==> src/sv/slsbs_pkg.sv <==
// Shared types and constants of the scan list strength sorter.
package slsbs_pkg;

  // Default number of cells in the insertion chain
  localparam int unsigned MAX_ENTRIES_DEF = 32;

  // One stored access-point entry
  typedef struct packed {
    logic signed [7:0] strength;
    logic [7:0]        mode;
    logic [7:0]        tag;
  } entry_t;

  // Per-cycle command broadcast along the chain
  typedef struct packed {
    logic ins;    // insert the arriving entry in sorted place
    logic shift;  // move every entry one cell towards the head
  } ctrl_t;

  // Controller state codes
  localparam logic ST_LOAD = 1'b0;
  localparam logic ST_EMIT = 1'b1;

endpackage

==> src/sv/slsbs_in_if.sv <==
// Handshake channel carrying one scanned entry per word.
interface slsbs_in_if;
  logic              valid;
  logic              ready;
  logic signed [7:0] strength;
  logic [7:0]        mode;
  logic [7:0]        tag;
  logic              final_req;

  modport source (output valid, output strength, output mode, output tag,
                  output final_req, input ready);
  modport sink   (input valid, input strength, input mode, input tag,
                  input final_req, output ready);
endinterface

==> src/sv/slsbs_out_if.sv <==
// Handshake channel carrying one sorted entry per word.
interface slsbs_out_if;
  logic              valid;
  logic              ready;
  logic signed [7:0] out_strength;
  logic [7:0]        out_mode;
  logic [7:0]        out_tag;
  logic              out_last;

  modport source (output valid, output out_strength, output out_mode,
                  output out_tag, output out_last, input ready);
  modport sink   (input valid, input out_strength, input out_mode,
                  input out_tag, input out_last, output ready);
endinterface

==> src/sv/scan_list_sort_by_strength_unit.sv <==
// Stable descending sort of a scanned access-point list: words load one per cycle into a chain of
// insertion cells, the chain staying sorted strongest first with equal strengths in arrival order.
// The word carrying final_req closes the list; after it the chain shifts its entries out towards
// the head, one result per cycle while the sink accepts, and input is held off until the last
// result has left the chain. Words beyond MAX_ENTRIES are dropped; a final word arriving on a full
// list still starts emission.
module scan_list_sort_by_strength_unit #(
  parameter int unsigned MAX_ENTRIES = slsbs_pkg::MAX_ENTRIES_DEF
) (
  input logic         clk,
  input logic         rst,
  slsbs_in_if.sink    scan,
  slsbs_out_if.source sorted
);
  import slsbs_pkg::*;

  localparam int unsigned CNT_W = $clog2(MAX_ENTRIES + 1);

  logic             state;
  logic             state_next;
  logic [CNT_W-1:0] count;
  logic [CNT_W-1:0] count_next;
  logic             ovalid;
  logic             ovalid_next;
  entry_t           oentry;
  logic             olast;

  ctrl_t            ctrl;
  entry_t           new_entry;
  logic             accept;
  logic             full;
  logic             emit_load;
  entry_t           cells [MAX_ENTRIES];
  logic             keeps [MAX_ENTRIES];

  // Handshake and chain commands
  assign scan.ready = (state == ST_LOAD);
  assign accept     = scan.valid && scan.ready;
  assign full       = (count == CNT_W'(MAX_ENTRIES));
  assign emit_load  = (state == ST_EMIT) && (!ovalid || sorted.ready);
  assign ctrl.ins   = accept && !full;
  assign ctrl.shift = emit_load;

  assign new_entry.strength = scan.strength;
  assign new_entry.mode     = scan.mode;
  assign new_entry.tag      = scan.tag;

  // Insertion chain
  for (genvar i = 0; i < MAX_ENTRIES; i++) begin : g_cell
    localparam logic [CNT_W-1:0] IDX = CNT_W'(i);
    entry_t prev_e;
    entry_t next_e;
    logic   prev_k;

    if (i == 0) begin : g_head
      assign prev_e = new_entry;
      assign prev_k = 1'b1;
    end else begin : g_body
      assign prev_e = cells[i-1];
      assign prev_k = keeps[i-1];
    end

    if (i == MAX_ENTRIES - 1) begin : g_tail
      assign next_e = cells[i];
    end else begin : g_mid
      assign next_e = cells[i+1];
    end

    slsbs_cell u_cell (
      .clk        (clk),
      .ctrl       (ctrl),
      .new_entry  (new_entry),
      .prev_entry (prev_e),
      .prev_keep  (prev_k),
      .next_entry (next_e),
      .occ        (IDX < count),
      .entry      (cells[i]),
      .keep       (keeps[i])
    );
  end

  // Controller next state
  always_comb begin
    state_next  = state;
    count_next  = count;
    ovalid_next = ovalid;
    unique case (state)
      ST_LOAD: begin
        if (ctrl.ins) begin
          count_next = count + CNT_W'(1);
        end
        if (accept && scan.final_req) begin
          state_next = ST_EMIT;
        end
      end
      ST_EMIT: begin
        if (emit_load) begin
          count_next = count - CNT_W'(1);
          if (count == CNT_W'(1)) begin
            state_next = ST_LOAD;
          end
        end
      end
      default: state_next = ST_LOAD;
    endcase
    if (emit_load) begin
      ovalid_next = 1'b1;
    end else if (sorted.ready) begin
      ovalid_next = 1'b0;
    end
  end

  // Control registers
  always_ff @(posedge clk) begin
    if (rst) begin
      state  <= ST_LOAD;
      count  <= '0;
      ovalid <= 1'b0;
    end else begin
      state  <= state_next;
      count  <= count_next;
      ovalid <= ovalid_next;
    end
  end

  // Output register, fed from the head of the chain
  always_ff @(posedge clk) begin
    if (emit_load) begin
      oentry <= cells[0];
      olast  <= (count == CNT_W'(1));
    end
  end

  assign sorted.valid        = ovalid;
  assign sorted.out_strength = oentry.strength;
  assign sorted.out_mode     = oentry.mode;
  assign sorted.out_tag      = oentry.tag;
  assign sorted.out_last     = olast;

`ifndef SYNTH
  a_count_bound: assert property (@(posedge clk) disable iff (rst)
    count <= CNT_W'(MAX_ENTRIES))
    else $error("entry count beyond capacity");

  a_emit_nonempty: assert property (@(posedge clk) disable iff (rst)
    (state == ST_EMIT) |-> (count != '0))
    else $error("emitting from an empty chain");

  a_final_starts_emit: assert property (@(posedge clk) disable iff (rst)
    (accept && scan.final_req) |=> (state == ST_EMIT))
    else $error("final word did not start emission");

  a_last_ends_list: assert property (@(posedge clk) disable iff (rst)
    (emit_load && (count == CNT_W'(1))) |=> (state == ST_LOAD) && (count == '0))
    else $error("last result did not empty the chain");
`endif

endmodule

==> src/sv/slsbs_cell.sv <==
// One cell of the sorted insertion chain.
module slsbs_cell (
  input  logic             clk,
  input  slsbs_pkg::ctrl_t ctrl,
  input  slsbs_pkg::entry_t new_entry,
  input  slsbs_pkg::entry_t prev_entry,
  input  logic             prev_keep,
  input  slsbs_pkg::entry_t next_entry,
  input  logic             occ,
  output slsbs_pkg::entry_t entry,
  output logic             keep
);
  import slsbs_pkg::*;

  // An occupied entry stays put when it is at least as strong as the newcomer (stable)
  assign keep = occ && ($signed(entry.strength) >= $signed(new_entry.strength));

  // Insert: take newcomer at the boundary, neighbour's entry below it; shift: take the next cell's entry
  always_ff @(posedge clk) begin
    if (ctrl.ins) begin
      if (prev_keep) begin
        if (!keep) begin
          entry <= new_entry;
        end
      end else begin
        entry <= prev_entry;
      end
    end else if (ctrl.shift) begin
      entry <= next_entry;
    end
  end

endmodule

==> src/flat_wrapper.sv <==
// flat-port wrapper written by rule: the top's interface ports become plain ports
module scan_list_sort_by_strength_unit_flat import slsbs_pkg::*;
#(
  parameter int unsigned MAX_ENTRIES = slsbs_pkg::MAX_ENTRIES_DEF
)
  (clk, rst, scan_valid, scan_strength, scan_mode, scan_tag, scan_final_req, scan_ready, sorted_valid, sorted_out_strength, sorted_out_mode, sorted_out_tag, sorted_out_last, sorted_ready);
  slsbs_in_if scan_i ();
  slsbs_out_if sorted_i ();
  input logic clk;
  input logic rst;
  input wire logic [$bits(scan_i.valid)-1:0] scan_valid;
  input wire logic [$bits(scan_i.strength)-1:0] scan_strength;
  input wire logic [$bits(scan_i.mode)-1:0] scan_mode;
  input wire logic [$bits(scan_i.tag)-1:0] scan_tag;
  input wire logic [$bits(scan_i.final_req)-1:0] scan_final_req;
  output wire logic [$bits(scan_i.ready)-1:0] scan_ready;
  output wire logic [$bits(sorted_i.valid)-1:0] sorted_valid;
  output wire logic [$bits(sorted_i.out_strength)-1:0] sorted_out_strength;
  output wire logic [$bits(sorted_i.out_mode)-1:0] sorted_out_mode;
  output wire logic [$bits(sorted_i.out_tag)-1:0] sorted_out_tag;
  output wire logic [$bits(sorted_i.out_last)-1:0] sorted_out_last;
  input wire logic [$bits(sorted_i.ready)-1:0] sorted_ready;
  assign scan_i.valid = scan_valid;
  assign scan_i.strength = scan_strength;
  assign scan_i.mode = scan_mode;
  assign scan_i.tag = scan_tag;
  assign scan_i.final_req = scan_final_req;
  assign scan_ready = scan_i.ready;
  assign sorted_valid = sorted_i.valid;
  assign sorted_out_strength = sorted_i.out_strength;
  assign sorted_out_mode = sorted_i.out_mode;
  assign sorted_out_tag = sorted_i.out_tag;
  assign sorted_out_last = sorted_i.out_last;
  assign sorted_i.ready = sorted_ready;
  scan_list_sort_by_strength_unit #(.MAX_ENTRIES(MAX_ENTRIES)) u_core (.clk(clk), .rst(rst), .scan(scan_i), .sorted(sorted_i));
endmodule
==> config.mk <==
export PLATFORM = sky130hd
export DESIGN_NAME = scan_list_sort_by_strength_unit_flat
export DESIGN_NICKNAME = d
export VERILOG_FILES = /design/src/sv/slsbs_pkg.sv /design/src/sv/slsbs_in_if.sv /design/src/sv/slsbs_out_if.sv /design/src/sv/scan_list_sort_by_strength_unit.sv /design/src/sv/slsbs_cell.sv /design/src/flat_wrapper.sv
export SDC_FILE = /design/constraint.sdc
export NUM_CORES = 2
export LEC_CHECK = 0
export BUFFER_PORTS_ARGS = -buffer_cell sky130_fd_sc_hd__buf_2
export CORE_ASPECT_RATIO = 1.25
export CORE_MARGIN = 1
export CORE_UTILIZATION = 30
export CTS_CLUSTER_SIZE = 30
export DETAILED_ROUTE_END_ITERATION = 16
export PLACE_DENSITY_LB_ADDON = 0.25
export SYNTH_ARGS = -nofsm -noshare
export SYNTH_HDL_FRONTEND = slang
export SYNTH_SLANG_ARGS = --single-unit
==> constraint.sdc <==
create_clock -name clk -period 4.1 [get_ports clk]
set_clock_uncertainty 0.2 [all_clocks]
set_input_delay 0 -clock clk [delete_from_list [all_inputs] [get_ports clk]]
set_output_delay 0 -clock clk [all_outputs]
set_load 0.005 [all_outputs]
### Yosys cells after proc, flatten, opt, wreduce, memory -nomap -nowiden

Index checks and enable logic that the tools add are counted.
W data, S select, Z words.

* register bits after elaboration: 801
* logic and storage cells: 414
* output and inout bits: 27

* bitwise logic cells: 1
* order comparisons: 64
* multiplexer cells: 134
* add/subtract/negate cells: 2
* equality and inequality tests: 36
* reductions and logical operators: 74

Operators by type and width (count)
* $mux W24: 125
* $ge A8 B8 Y1: 32
* $lt A5 B6 Y1 const A: 16
* $ne A3 B3 Y1 const B: 30
* $reduce_and A2 Y1: 33
* $lt A4 B6 Y1 const A: 8
* $logic_and A1 B1 Y1: 36
* $lt A3 B6 Y1 const A: 4
* $lt A1 B6 Y1 const A: 2
* $lt A2 B6 Y1 const A: 2
* $mux W6: 2
* $pmux W6 S2: 1
* $ne A2 B2 Y1 const B: 4
* $add A6 B1 Y6 const B: 1
* $eq A6 B1 Y1 const B: 1
* $eq A6 B6 Y1 const B: 1
* $sub A6 B1 Y6 const B: 1
* $mux W1: 5
* $reduce_bool A2 Y1: 2
* $logic_not A1 Y1: 2
* $pmux W1 S2: 1
* $logic_or A1 B1 Y1: 1
* $not A1 Y1: 1

### Logic depth before layout (Yosys ltp)

* depth after elaboration: 5
* depth in mapped cells: 12
* mapped depth without buffers: 8

### Modules after synthesis

Synthesis repeated with hierarchy kept, for this count alone.

* cell total of the unflattened synthesis: 4493
* area total of the unflattened synthesis: 48197.5 um^2

By module, submodules not included
* slsbs_cell: cells each 136, area each 1457.6 um^2, instances 32
* scan_list_sort_by_strength_unit: cells each 141, area each 1552.7 um^2, instances 1

### Worst setup path after synthesis

Ideal clock, no wire load.

* kind: input to register
* start: input port scan_strength[2]
* end: register u_core.g_cell[28].u_cell.entry[0] in the netlist's numbering, enable pin
* setup time: 0.413 ns
* buffers on the path: 2
* data arrival time: 3.446 ns
* stages on the path: 10
* required time: 3.487 ns
* setup slack: 0.041 ns
* cells stage by stage: buf_2 -> inv_1 -> ha_1 -> a21o_1 -> a31oi_1 -> o221ai_1 -> o41ai_2 -> clkbuf_1 -> nor2_1 -> a21oi_1

* longest elaborated chain between the ends: 4
* elaborated cells on any way between the ends: 6

RTL lines
* start, declared: line flat_wrapper.sv:12 `input wire logic [$bits(scan_i.strength)-1:0] scan_strength;`
* $ge A8 B8 Y1: line slsbs_cell.sv:16 `assign keep = occ && ($signed(entry.strength) >= $signed(new_entry.strength));`
* $logic_and A1 B1 Y1: line slsbs_cell.sv:16
* $ne A3 B3 Y1 (no line) *
* $reduce_and A2 Y1 (no line) *
* end signal, assigned: line slsbs_cell.sv:23 `entry <= new_entry;`
* end signal, assigned: line slsbs_cell.sv:26 `entry <= prev_entry;`
* end signal, assigned: line slsbs_cell.sv:29 `entry <= next_entry;`
* end, declared: line slsbs_cell.sv:10 `output slsbs_pkg::entry_t entry,`

Every way passes the cells marked *; elsewhere a longest branch is shown, timed or not.
A chain may end at the register's enable or synchronous reset.

### Worst setup path after layout

* start: register u_core.count[1]
* end: register u_core.g_cell[22].u_cell.entry[7] in the netlist's numbering, data pin

* longest elaborated chain between the ends: 4
* elaborated cells on any way between the ends: 7

RTL lines
* start, declared: line scan_list_sort_by_strength_unit.sv:21 `logic [CNT_W-1:0] count;`
* start signal, assigned: line scan_list_sort_by_strength_unit.sv:121 `count <= count_next;`
* $lt A5 B6 Y1 or $eq A6 B6 Y1 (tied branches): line scan_list_sort_by_strength_unit.sv:76, scan_list_sort_by_strength_unit.sv:39
* $logic_and A1 B1 Y1 or $logic_not A1 Y1 (tied branches): line slsbs_cell.sv:16, scan_list_sort_by_strength_unit.sv:41
* $mux W24 or $logic_and A1 B1 Y1 (tied branches): line slsbs_cell.sv:21, scan_list_sort_by_strength_unit.sv:41
* $mux W24 *: line slsbs_cell.sv:20 `if (ctrl.ins) begin`
* end signal, assigned: line slsbs_cell.sv:23
* end signal, assigned: line slsbs_cell.sv:26
* end signal, assigned: line slsbs_cell.sv:29
* end, declared: line slsbs_cell.sv:10

Marks and branches as above.

==> flow_summary.json <==
{
  "cts_buffers": 82,
  "p_int_w": 0.0179,
  "syn_inst": 4275,
  "cp.required_ps": 4430,
  "power_frac_clock_pct": 29.4,
  "status": "complete, no violations",
  "hold_violations": 0,
  "first_pass_iters": 6,
  "coreArea_um2": 149000,
  "fin_ws_ps": 650,
  "grt_pass1_vias": 35920,
  "setup.worst_path.start_class": "flip-flop",
  "drtIter0Drc": 3773,
  "yosysMostFrequentCell": "edfxtp_1",
  "syn_area_um2": 45100,
  "nets": 4550,
  "io_pins": 56,
  "r2r-start": "u_core.count[1]",
  "cp.arrival_ps": 3780,
  "synth-seq-area-share_pct": 53.2,
  "r2r-end": "u_core.g_cell[22].u_cell.entry[7]",
  "drc_errors": 0,
  "die_h_um": 435,
  "dpl.hpwl_um": 115000,
  "die_area_um2": 152000,
  "drt-total-wl_um": 168000,
  "vias": 36023,
  "hp-start": "scan_valid",
  "synth_top_area_share_pct": 52.8,
  "cp_slowest_cell": "nand2_2",
  "period_share_pct": 84.2,
  "cellPowerDensity_nw_per_um2": 520,
  "stdcell_area_um2": 51300,
  "cts_tree": "done",
  "fmax_mhz": 290,
  "p_sw_w": 0.00877,
  "crit_type": "flip-flop to flip-flop",
  "ctsHtreeMaxLevel": 3,
  "area_delta_synth_final_pct": 13.7,
  "multi_input_area_um2": 19400,
  "ys_ff_latch": 801,
  "period_needed_ps": 3450,
  "holdPathEnd": "u_core.state",
  "critical_path.max_stage_delay_ps": 600,
  "finalMaxSlewViolations": 0,
  "grt_pass1_wl_um": 245000,
  "pre_cts_slack_ps": 687,
  "rows": 158,
  "tightest_slew_ps": 1070,
  "synth_ff_type": "edfxtp_1",
  "ys_top_cells_by_count": "edfxtp_1, nand2_1, o211ai_1, nand3_1, ha_1",
  "hold_depth": 4,
  "grt_max_degree": 123,
  "max_slew_margin_pct": 28.1,
  "p_seq_share_pct": 47.8,
  "placedInstanceArea_um2": 48300,
  "cts_setup_buffers": 0,
  "ant_nets": 0,
  "numPortBuffers": 55,
  "peakVddDrop_mv": 0.302,
  "r2r_slack_ps": 650,
  "synth-edff-count": 793,
  "clockBufferDepth": 3,
  "initial_core_util_pct": 30.3,
  "grt_usage_pct": 21.7,
  "endpoint_kind": "flip-flop",
  "ctsResizeCount": 0,
  "clk_latency_ps": 710,
  "avgViaCountPerCell": 5.70,
  "wl_per_cell_um": 26.6,
  "syn_area_per_cell_um2": 10.5,
  "ys_warn_count": 0,
  "ff2ff_path_depth": 8,
  "synth_nets": 4564,
  "seq_area_um2": 24000,
  "max-cap-violations": 0,
  "root_buffer": "clkbuf_16",
  "grt-ovfl-total": 0,
  "synth.distinct_cells": 66,
  "antenna_found_initial": 8,
  "synthTopCellsByArea": "edfxtp_1, o211ai_1, ha_1",
  "die_x_um": 349,
  "total_power_w": 0.0266,
  "cts.clk_slew.worst_paths_ps": 60,
  "power_leakage_nw": 18.2,
  "rsz0062_at_grt": "no",
  "worstPathMaxFanout": 91,
  "cp_cell_sequence": "inv_1 -> ha_1 -> nor4b_4 -> a21oi_4 -> buf_12 -> nand2_2 -> buf_4 -> o211ai_1",
  "async_flop_share_pct": 0,
  "gp_routability_congestion": 0.875,
  "p_sw_share_pct": 32.9,
  "combPwrFrac_pct": 22.8,
  "layout-drive-gt1-share_pct": 11.3,
  "fillers": 15087,
  "cts_sinks": 801,
  "synth.largest_area_cell": "edfxtp_1",
  "hp-class": "input pin to flip-flop",
  "fin_tns_setup_ps": 0,
  "setup_viol": 0
}
-- cells in the final DEF, fill, tap and decap left out, types with 19 or more instances in the layout --
master and instances:
nand2_1 752, mux2_2 23, a211oi_1 22, buf_12 28
o21ai_0 64, nor2_1 133, clkbuf_16 83, nor3_1 24
a221o_1 25, edfxtp_1 793, clkinv_1 19, nand2b_1 32
ha_1 260, a21oi_2 20, dlygate4sd3_1 32, a31oi_1 34
nor2b_1 40, o21ai_1 21, o211ai_1 670, nand4_1 27
buf_2 55, inv_1 62, a21oi_1 79, buf_4 175
mux2i_1 83, a21o_1 34, nand3_1 506
-- area by class of cell --
type | count | share of cell area [%]
flip-flops and latches | 801 | 46.8
multi-input cells | 3018 | 37.9
well taps | 2000 | 4.88
repair buffers | 290 | 4.82
clock buffers | 97 | 4.15
clock inverters | 46 | 0.969
inverters | 68 | 0.498
diodes | 2 | 0.00976
-- what timing repair did --
| action | CTS | global route |
|---|---|---|
| hold buffers | 32 | 0 |
| endpoints found under the setup margin | 0 | 0 |
| endpoints found under the hold margin | 181 | 0 |
-- how the worst max path moves through the flow --
| stage | slack, ps | startpoint | cells past startpoint | endpoint |
|---|---|---|---|---|
| after floorplan | 40 | scan_strength[2] | 10 | u_core.g_cell[28].u_cell.entry[0] |
| final | 650 | u_core.count[1] | 8 | u_core.g_cell[22].u_cell.entry[7] |
| after global routing | 540 | u_core.count[1] | 8 | u_core.g_cell[27].u_cell.entry[1] |
| after CTS | 660 | u_core.count[1] | 8 | u_core.g_cell[27].u_cell.entry[1] |
| after detailed placement | 690 | u_core.count[1] | 8 | u_core.g_cell[25].u_cell.entry[1] |
| after global placement | 820 | scan_strength[7] | 9 | u_core.g_cell[19].u_cell.entry[4] |
-- registers in the layout, indices dropped and copies added (netlist names) --
register,flops
u_core.sorted.valid,1
u_core.g_cell.u_cell.entry,768
u_core.sorted.out_strength,8
u_core.sorted.out_mode,8
u_core.sorted.out_tag,8
u_core.count,6
u_core.state,1
u_core.sorted.out_last,1
-- layer usage --
metal  wire, µm  global-route usage, %
met1      67100                   27.2
met2      80900                   36.1
met3      11100                   3.09
met4       8970                   11.2
met5         16                      0
-- kinds of logic (layout without fill, tap and decap cells) --
| family | count (synthesis) | count (layout) | synth area share [%] |
|---|---|---|---|
| other | 0 | 2 | 0 |
| XOR/XNOR | 5 | 5 | 0.0971 |
| AO/OA/AOI/OAI | 1068 | 1068 | 17.0 |
| AND/OR/NAND/NOR | 1579 | 1579 | 15.5 |
| buffers and inverters | 456 | 501 | 4.61 |
| adder cells (fa/ha/maj) | 260 | 260 | 7.22 |
| multiplexers | 106 | 106 | 2.42 |
| flip-flops | 801 | 801 | 53.2 |
-- power groups by stage --
stage / Combinational (W) / Sequential (W) / Clock, W
5_1_grt: 0.00674 / 0.0128 / 0.00816
6_report: 0.00607 / 0.0127 / 0.00783
3_3_place_gp: 0.00589 / 0.0129 / 0
4_1_cts: 0.00607 / 0.0127 / 0.00792
2_1_floorplan: 0.00412 / 0.0121 / 0
3_5_place_dp: 0.00603 / 0.0129 / 0
-- worst max-delay path: cells and delay by family, from the launching register on --
kind / cells / cell delay (ps)
AO/OA/AOI/OAI: 2 / 460
adder cells (fa/ha/maj): 1 / 270
buffers and inverters: 3 / 1000
flip-flops: 1 / 480
AND/OR/NAND/NOR: 2 / 780
-- through the flow --
| stage | std cells | util [%] | hold WS, ps |
|---|---|---|---|
| final | 6322 | 34.5 | 68.6 |
| after global routing | 6321 | 34.5 | 95.7 |
| after CTS | 6320 | 34.5 | 37.7 |
| after detailed placement | 6145 | 32.5 | 113 |
| after global placement | 6145 | 32.5 | 103 |
| after floorplan | 4275 | - | 7.00 |
Power figures use the tool's default switching activity.
